===== src/hw/rtl/kvl_pkg.sv =====
// Package for the key-to-value lookup block.
// Holds field widths, parameter defaults and the item action codes.
// No dependencies.
package kvl_pkg;

  // Default table geometry
  localparam int TableDepthDef = 64;
  localparam int KeyBitsDef    = 16;

  // Fixed field widths of the stream items and the row register
  localparam int IdxW   = 6;
  localparam int FKeyW  = 16;
  localparam int ValW   = 16;
  localparam int RowsW  = 7;

  // Stream payload widths, tdata padded to whole bytes
  localparam int SDataRawW = IdxW + FKeyW + ValW + FKeyW;
  localparam int SDataW    = ((SDataRawW + 7) / 8) * 8;
  localparam int MDataW    = ValW;

  // Item kinds carried in s_axis_tuser
  typedef enum logic {
    ACT_LOAD   = 1'b0,
    ACT_LOOKUP = 1'b1
  } action_e;

endpackage


===== src/hw/rtl/key_to_value_lookup_with_last_hit_cache.sv =====
// Top level of the key-to-value lookup block with a last-hit cache.
// Depends on kvl_pkg and kvl_ram.
//
// Load beats whose entry_index is below TABLE_DEPTH write one key/value pair
// into the table RAM in the cycle they are accepted and clear the cache; other
// load beats are dropped. No load beat produces an output beat. A lookup whose
// key equals the last key found is answered from the cache: its result goes
// through ST_DONE into the output register. Any other lookup scans table entries
// 0 .. min(table_rows, TABLE_DEPTH)-1, one RAM read per cycle through the single
// read port of the table RAM; the highest matching entry wins and refreshes the
// cache. A miss returns value zero with the not-found flag (m_axis_tuser) set and
// leaves the cache alone. One item is in work at a time; the input is ready
// again in the cycle its result beat turns valid, and a finished result waits
// in the output register while the next item is taken. If that register still
// holds an untaken beat, the finished result and the input wait for it.
// table_rows is written through cfg_we_i / cfg_wdata_i; the user must write it
// only while the block is idle, as the block itself does not enforce this.
module key_to_value_lookup_with_last_hit_cache #(
  parameter int TABLE_DEPTH = kvl_pkg::TableDepthDef,
  parameter int KEY_BITS    = kvl_pkg::KeyBitsDef
) (
  input  logic                       clk_i,
  input  logic                       rst_ni,
  // Configuration: table_rows
  input  logic                       cfg_we_i,
  input  logic [kvl_pkg::RowsW-1:0]  cfg_wdata_i,
  // Input stream
  input  logic                       s_axis_tvalid,
  output logic                       s_axis_tready,
  // tdata: entry_index[5:0], entry_key[21:6], entry_value[37:22], query_key[53:38]
  input  logic [kvl_pkg::SDataW-1:0] s_axis_tdata,
  // tuser: action (0 load, 1 lookup)
  input  logic                       s_axis_tuser,
  // Output stream
  output logic                       m_axis_tvalid,
  input  logic                       m_axis_tready,
  // tdata: chromosome_number[15:0]
  output logic [kvl_pkg::MDataW-1:0] m_axis_tdata,
  // tuser: not_found
  output logic                       m_axis_tuser
);

  import kvl_pkg::*;

  localparam int AW = (TABLE_DEPTH > 1) ? $clog2(TABLE_DEPTH) : 1;
  localparam int CW = $clog2(TABLE_DEPTH + 1);
  localparam int WW = KEY_BITS + ValW;

  typedef enum logic [1:0] {
    ST_IDLE,
    ST_SEARCH,
    ST_DONE
  } state_e;

  // Unpack the input beat
  logic [IdxW-1:0]     in_idx;
  logic [FKeyW-1:0]    in_ekey;
  logic [ValW-1:0]     in_eval;
  logic [FKeyW-1:0]    in_qkey;
  logic [KEY_BITS-1:0] ekey_w;
  logic [KEY_BITS-1:0] qkey_w;
  action_e             in_act;

  assign in_idx  = s_axis_tdata[IdxW-1:0];
  assign in_ekey = s_axis_tdata[IdxW+FKeyW-1:IdxW];
  assign in_eval = s_axis_tdata[IdxW+FKeyW+ValW-1:IdxW+FKeyW];
  assign in_qkey = s_axis_tdata[IdxW+2*FKeyW+ValW-1:IdxW+FKeyW+ValW];
  assign ekey_w  = KEY_BITS'(in_ekey);
  assign qkey_w  = KEY_BITS'(in_qkey);
  assign in_act  = action_e'(s_axis_tuser);

  // Registers
  state_e              state_q, state_d;
  logic [RowsW-1:0]    rows_q, rows_d;
  logic [CW-1:0]       cnt_q, cnt_d;
  logic [CW-1:0]       limit_q, limit_d;
  logic                pend_q, pend_d;
  logic                hit_q, hit_d;
  logic [ValW-1:0]     found_q, found_d;
  logic [KEY_BITS-1:0] qkey_q, qkey_d;
  logic [ValW-1:0]     res_val_q, res_val_d;
  logic                res_nf_q, res_nf_d;
  logic                cvalid_q, cvalid_d;
  logic [KEY_BITS-1:0] ckey_q, ckey_d;
  logic [ValW-1:0]     cval_q, cval_d;
  logic                out_valid_q, out_valid_d;
  logic [ValW-1:0]     out_data_q, out_data_d;
  logic                out_nf_q, out_nf_d;

  // Table RAM signals
  logic                ram_we;
  logic [AW-1:0]       ram_waddr;
  logic [WW-1:0]       ram_wdata;
  logic                ram_re;
  logic [WW-1:0]       ram_rdata;
  logic [KEY_BITS-1:0] rd_key;
  logic [ValW-1:0]     rd_val;
  logic                s_fire;
  logic                idx_ok;
  logic [CW-1:0]       row_limit;

  assign s_axis_tready = (state_q == ST_IDLE);
  assign s_fire        = s_axis_tvalid && s_axis_tready;
  assign idx_ok        = 32'(in_idx) < 32'(TABLE_DEPTH);
  assign row_limit     = (32'(rows_q) > 32'(TABLE_DEPTH)) ? CW'(TABLE_DEPTH) : CW'(rows_q);

  assign ram_waddr = AW'(in_idx);
  assign ram_wdata = {in_eval, ekey_w};
  assign rd_key    = ram_rdata[KEY_BITS-1:0];
  assign rd_val    = ram_rdata[WW-1:KEY_BITS];

  kvl_ram #(
    .WIDTH (WW),
    .DEPTH (TABLE_DEPTH)
  ) u_table (
    .clk_i   (clk_i),
    .we_i    (ram_we),
    .waddr_i (ram_waddr),
    .wdata_i (ram_wdata),
    .re_i    (ram_re),
    .raddr_i (cnt_q[AW-1:0]),
    .rdata_o (ram_rdata)
  );

  // Next-state logic
  always_comb begin
    state_d     = state_q;
    rows_d      = rows_q;
    cnt_d       = cnt_q;
    limit_d     = limit_q;
    pend_d      = pend_q;
    hit_d       = hit_q;
    found_d     = found_q;
    qkey_d      = qkey_q;
    res_val_d   = res_val_q;
    res_nf_d    = res_nf_q;
    cvalid_d    = cvalid_q;
    ckey_d      = ckey_q;
    cval_d      = cval_q;
    out_valid_d = out_valid_q;
    out_data_d  = out_data_q;
    out_nf_d    = out_nf_q;
    ram_we      = 1'b0;
    ram_re      = 1'b0;

    // Config write
    if (cfg_we_i) begin
      rows_d = cfg_wdata_i;
    end

    // Drop the output beat once taken
    if (m_axis_tready) begin
      out_valid_d = 1'b0;
    end

    case (state_q)
      ST_IDLE: begin
        if (s_fire) begin
          case (in_act)
            ACT_LOAD: begin
              if (idx_ok) begin
                ram_we   = 1'b1;
                cvalid_d = 1'b0;
              end
            end
            ACT_LOOKUP: begin
              qkey_d = qkey_w;
              if (cvalid_q && (qkey_w == ckey_q)) begin
                res_val_d = cval_q;
                res_nf_d  = 1'b0;
                state_d   = ST_DONE;
              end else begin
                cnt_d   = '0;
                limit_d = row_limit;
                hit_d   = 1'b0;
                pend_d  = 1'b0;
                state_d = ST_SEARCH;
              end
            end
            default: ;
          endcase
        end
      end

      ST_SEARCH: begin
        // Compare the entry read last cycle; a later match overrides
        if (pend_q && (rd_key == qkey_q)) begin
          hit_d   = 1'b1;
          found_d = rd_val;
        end
        if (cnt_q != limit_q) begin
          ram_re = 1'b1;
          cnt_d  = cnt_q + CW'(1);
          pend_d = 1'b1;
        end else begin
          pend_d = 1'b0;
          if (!pend_q) begin
            res_nf_d  = !hit_q;
            res_val_d = hit_q ? found_q : '0;
            if (hit_q) begin
              cvalid_d = 1'b1;
              ckey_d   = qkey_q;
              cval_d   = found_q;
            end
            state_d = ST_DONE;
          end
        end
      end

      ST_DONE: begin
        // Hand the result over once the output register is free
        if (!out_valid_q || m_axis_tready) begin
          out_valid_d = 1'b1;
          out_data_d  = res_val_q;
          out_nf_d    = res_nf_q;
          state_d     = ST_IDLE;
        end
      end

      default: begin
        state_d = ST_IDLE;
      end
    endcase
  end

  // State and registered outputs
  always_ff @(posedge clk_i or negedge rst_ni) begin
    if (!rst_ni) begin
      state_q     <= ST_IDLE;
      rows_q      <= '0;
      cnt_q       <= '0;
      limit_q     <= '0;
      pend_q      <= 1'b0;
      hit_q       <= 1'b0;
      cvalid_q    <= 1'b0;
      ckey_q      <= '0;
      cval_q      <= '0;
      out_valid_q <= 1'b0;
    end else begin
      state_q     <= state_d;
      rows_q      <= rows_d;
      cnt_q       <= cnt_d;
      limit_q     <= limit_d;
      pend_q      <= pend_d;
      hit_q       <= hit_d;
      cvalid_q    <= cvalid_d;
      ckey_q      <= ckey_d;
      cval_q      <= cval_d;
      out_valid_q <= out_valid_d;
    end
  end

  // Payload registers
  always_ff @(posedge clk_i) begin
    found_q    <= found_d;
    qkey_q     <= qkey_d;
    res_val_q  <= res_val_d;
    res_nf_q   <= res_nf_d;
    out_data_q <= out_data_d;
    out_nf_q   <= out_nf_d;
  end

  assign m_axis_tvalid = out_valid_q;
  assign m_axis_tdata  = out_data_q;
  assign m_axis_tuser  = out_nf_q;

endmodule


===== src/hw/rtl/kvl_ram.sv =====
// Generic single-write, single-read synchronous RAM with registered read data.
// Used for the lookup table storage. No package dependencies.
module kvl_ram #(
  parameter int WIDTH = 32,
  parameter int DEPTH = 64,
  localparam int AW = (DEPTH > 1) ? $clog2(DEPTH) : 1
) (
  input  logic             clk_i,
  input  logic             we_i,
  input  logic [AW-1:0]    waddr_i,
  input  logic [WIDTH-1:0] wdata_i,
  input  logic             re_i,
  input  logic [AW-1:0]    raddr_i,
  output logic [WIDTH-1:0] rdata_o
);

  logic [WIDTH-1:0] mem_q [DEPTH];
  logic [WIDTH-1:0] rdata_q;

  // Write port
  always_ff @(posedge clk_i) begin
    if (we_i) begin
      mem_q[waddr_i] <= wdata_i;
    end
  end

  // Registered read port
  always_ff @(posedge clk_i) begin
    if (re_i) begin
      rdata_q <= mem_q[raddr_i];
    end
  end

  assign rdata_o = rdata_q;

endmodule

===== config.mk =====
export PLATFORM = sky130hd
export DESIGN_NAME = key_to_value_lookup_with_last_hit_cache
export DESIGN_NICKNAME = d
export VERILOG_FILES = /design/src/hw/rtl/kvl_pkg.sv /design/src/hw/rtl/key_to_value_lookup_with_last_hit_cache.sv /design/src/hw/rtl/kvl_ram.sv
export SDC_FILE = /design/constraint.sdc
export NUM_CORES = 2
export LEC_CHECK = 0
export BUFFER_PORTS_ARGS = -buffer_cell sky130_fd_sc_hd__buf_2
export CAP_MARGIN = 5
export CORE_ASPECT_RATIO = 2
export CORE_UTILIZATION = 37
export CTS_BUF_LIST = sky130_fd_sc_hd__clkbuf_2
export CTS_CLUSTER_DIAMETER = 30
export DETAILED_ROUTE_END_ITERATION = 10
export SKIP_LAST_GASP = 1
export SLEW_MARGIN = 30
export SYNTH_ARGS = -nofsm -noshare
export SYNTH_HDL_FRONTEND = slang
export SYNTH_HIERARCHICAL = 1
export SYNTH_SLANG_ARGS = --single-unit

===== constraint.sdc =====
create_clock -name clk_i -period 4.9 [get_ports clk_i]
set_input_delay 0.735 -clock clk_i [delete_from_list [all_inputs] [get_ports clk_i]]
set_output_delay 0.735 -clock clk_i [all_outputs]
set_load 0.05 [all_outputs]

==> run_results.csv <==
group,metric,value,unit
outcome,outcome,"complete, no violations",
yosys,yosysSeqAreaShare,78.54,%
drt,viasPerCell,5.317,
final_layout,area_growth,12.62,%
clock_tree,clk_latency,1.68,ns
clock_tree,numCtsBuffers,445,
die,die_height,675.6,um
yosys,async_reset_ff_share,2.676,%
grt,grt_pass1_vias,43380,
critical_path,cp-start-kind,"flop",
place,place_hpwl,126.8,mm
yosys,syn_nets,3747,
sta,post-route-min-period,3.842,ns
sta,slew_viol_final,0,
critical_path,crit_required,6.18,ns
critical_path,worstPathArrival,5.12,ns
sta,max_slew.worst_pin.slew,0.9479,ns
die,die_x,338.8,um
min_path,min_path_type,"in -> reg",
yosys,syn_area_per_cell,22.83,sq um
die,row_count,246,
yosys,synth_commonest_cells,"edfxtp_1 (2146), mux4_2 (544), nor2_1 (144)",
critical_path,critical_path_class,"reg -> reg",
yosys,ys_warn_count,6,
final_layout,fin_util,42.01,%
grt,track_usage,18.06,%
grt,grt_max_degree,65,
yosys,yosysTopAreaCell,"edfxtp_1",
yosys,synthFlopType,"edfxtp_1",
clock_tree,cts.clk_slew.worst_paths,0.13,ns
drt,drt_iter0_drc,2800,
clock_tree,cts_tree,"built",
final_layout,drive_gt1_share,34.05,%
die,start_util,37.30,%
yosys,synth_cells,3677,
drt,remaining_drc_errors,0,
pwr,irDropWorstVdd,0.2271,mV
pwr,power.leakage,29.81,nW
critical_path,reg2regPathDepth,8,
place,gp_congestion,0.8065,
clock_tree,ctsResizeCount,0,
sta,setup_viol,0,
critical_path,cp-end-kind,"flop",
sta,post-route-period-util,78.41,%
clock_tree,root_buffer,"clkbuf_2",
grt,grt_remaining_overflow,0,
drt,totalWireLength,207.0,mm
yosys,synth.cell_area,83930,sq um
drt,first_pass_iters,5,
sta,max-slew-margin-rel,36.63,%
drt,vias,40420,
yosys,yosysMostFrequentCell,"edfxtp_1",
drt,postRouteAntennaNets,0,
sta,fmax,260.3,MHz
clock_tree,cts_sinks,2205,
yosys,synth_top_cell_area_share,76.78,%
sta,rsz0062_at_grt,"false",
run,maxCapViolCount,0,
yosys,ys_ff_latch,2205,
sta,hold_violations,0,
final_layout,nNetsFinal,4373,
place,io_buffers,85,
drt,wl_per_cell,27.22,um
grt,antenna_found_initial,16,
die,dieArea,228900,sq um
sta,clock_skew,0.1626,ns
clock_tree,h-tree-depth,5,
die,core_area,225000,sq um
yosys,ys_top_cells_by_area,"edfxtp_1 (77%), mux4_2 (15%), dfrtp_1 (1.8%)",
clock_tree,cts_buffer_depth,4,
grt,grt_first_pass_wirelength,298.7,mm
yosys,yosysUniqueCellTypes,53,
die,pin_count,88,
yosys,synth_edf_count,2146,
critical_path,cp_max_fo,17,
min_path,holdPathStages,2,
sta,finalSetupTns,0,ns
pwr,p_per_area,465.5,nW/um^2
-- worst max-delay path, stage by stage (launching register included) --
cell	delay, ns
dfrtp_1	0.48
nor2_1	0.19
nand2_1	0.09
nor2_1	0.50
nor2b_1	0.24
nand4_1	0.23
dlygate4sd3_1	0.73
nor2_4	0.68
buf_12	0.26
-- power breakdown --
group	internal, W	total, W	leakage, nW	switching, W
Clock	0.00378	0.0105	2.91	0.00673
Sequential	0.0212	0.0218	20.1	0.000517
Combinational	0.00522	0.0117	6.81	0.00651
Total	0.0302	0.0440	29.8	0.0138
-- flip-flops by register name (all words and copies together), names as in the netlist, 2 cells and up --
name / count
ckey_q: 16
cnt_q: 7
cval_q: 16
found_q: 16
limit_q: 7
m_axis_tdata: 16
qkey_q: 16
res_val_q: 16
rows_q: 7
state_q: 2
u_table/mem_q: 2048
u_table/rdata_o: 32
-- what timing repair did --
item	4_1_cts	5_1_grt
setup buffers	0	0
hold buffers	112	0
endpoints found under the hold margin	2684	0
-- final timing paths --
path,from,end,slack [ns]
min,s_axis_tdata[35],u_table/mem_q[40][29]$_DFFE_PP_,0.18
max,state_q[0]$_DFFE_PN0P_,u_table/mem_q[51][13]$_DFFE_PP_,1.06
max in group asynchronous,rst_ni,cnt_q[0]$_DFFE_PN0P_,3.97
min reg2reg,res_val_q[6]$_DFFE_PP_,m_axis_tdata[6]$_DFFE_PP_,0.42
max reg2reg,state_q[0]$_DFFE_PN0P_,u_table/mem_q[51][13]$_DFFE_PP_,1.06
min in group asynchronous,rst_ni,ckey_q[11]$_DFFE_PN0P_,0.30
-- final cells by class --
cell class                 instances  area [sq um]
antenna                            9         22.52
clock buffer                     613          3068
clock inverter                   148         809.5
fill                           19550        130500
inverter                          10         37.54
multi-input combinational       1269         17510
sequential                      2205         65930
tap                             2976          3724
timing repair buffer             372          3416
-- metal layers --
layer	wire length [um]	part of all wire, %	global-route usage (%)	vias to the layer above
met5	45	0.022	0	-
met2	119600	58	35.47	1186
li1	-	-	-	17060
met4	6873	3.3	7.018	8
met3	8019	3.9	2.596	327
met1	72420	35	19.10	21840
-- cell usage in the layout, fill, tap and decap left out, drive strengths merged, types with 2 or more instances in the layout --
cell type / instances
edfxtp: 2146
clkbuf: 614
mux4: 544
buf: 259
nor2: 144
clkinv: 134
dlygate4sd3: 112
mux2i: 94
o22ai: 84
a21oi: 65
nand2: 62
dfrtp: 59
mux2: 46
nand3: 28
o221ai: 27
xnor2: 22
nor2b: 22
xor2: 17
a22oi: 12
inv: 11
nand2b: 11
nor3: 11
or3: 10
diode: 9
bufinv: 8
a311oi: 8
nand4: 8
nand3b: 7
and3: 5
o211ai: 5
clkinvlp: 5
nor4: 5
or3b: 5
o21ai: 4
a41o: 4
o32ai: 4
or2: 3
o21bai: 2
and2: 2
-- through the flow --
stage | hold slack, ns | cells | power [W] | worst slack (ns) | area [sq um]
after floorplan | 0.4003 | 3677 | 0.02968 | 0.2614 | 83930
after global placement | 0.4003 | 6719 | 0.03393 | 1.344 | 89430
after detailed placement | 0.4045 | 6719 | 0.03403 | 1.260 | 89470
after CTS | 0.007138 | 7592 | 0.04461 | 1.088 | 94470
after global routing | 0.07847 | 7601 | 0.04583 | 0.8468 | 94520
final | 0.1840 | 7602 | 0.04400 | 1.058 | 94520
-- kinds of logic (layout without fill, tap and decap cells) --
| group | count (synthesis) | after routing | share of synthesized area, % |
|---|---|---|---|
| flops | 2205 | 2205 | 78.54 |
| simple gates | 325 | 325 | 1.807 |
| compound gates | 220 | 220 | 1.713 |
| buf+inv | 203 | 1143 | 1.182 |
| mux | 684 | 684 | 16.34 |
| fa+ha+maj | 1 | 1 | 0.01491 |
| other cells | 0 | 9 | 0 |
| xor+xnor | 39 | 39 | 0.4070 |
Power figures use the tool's default switching activity.
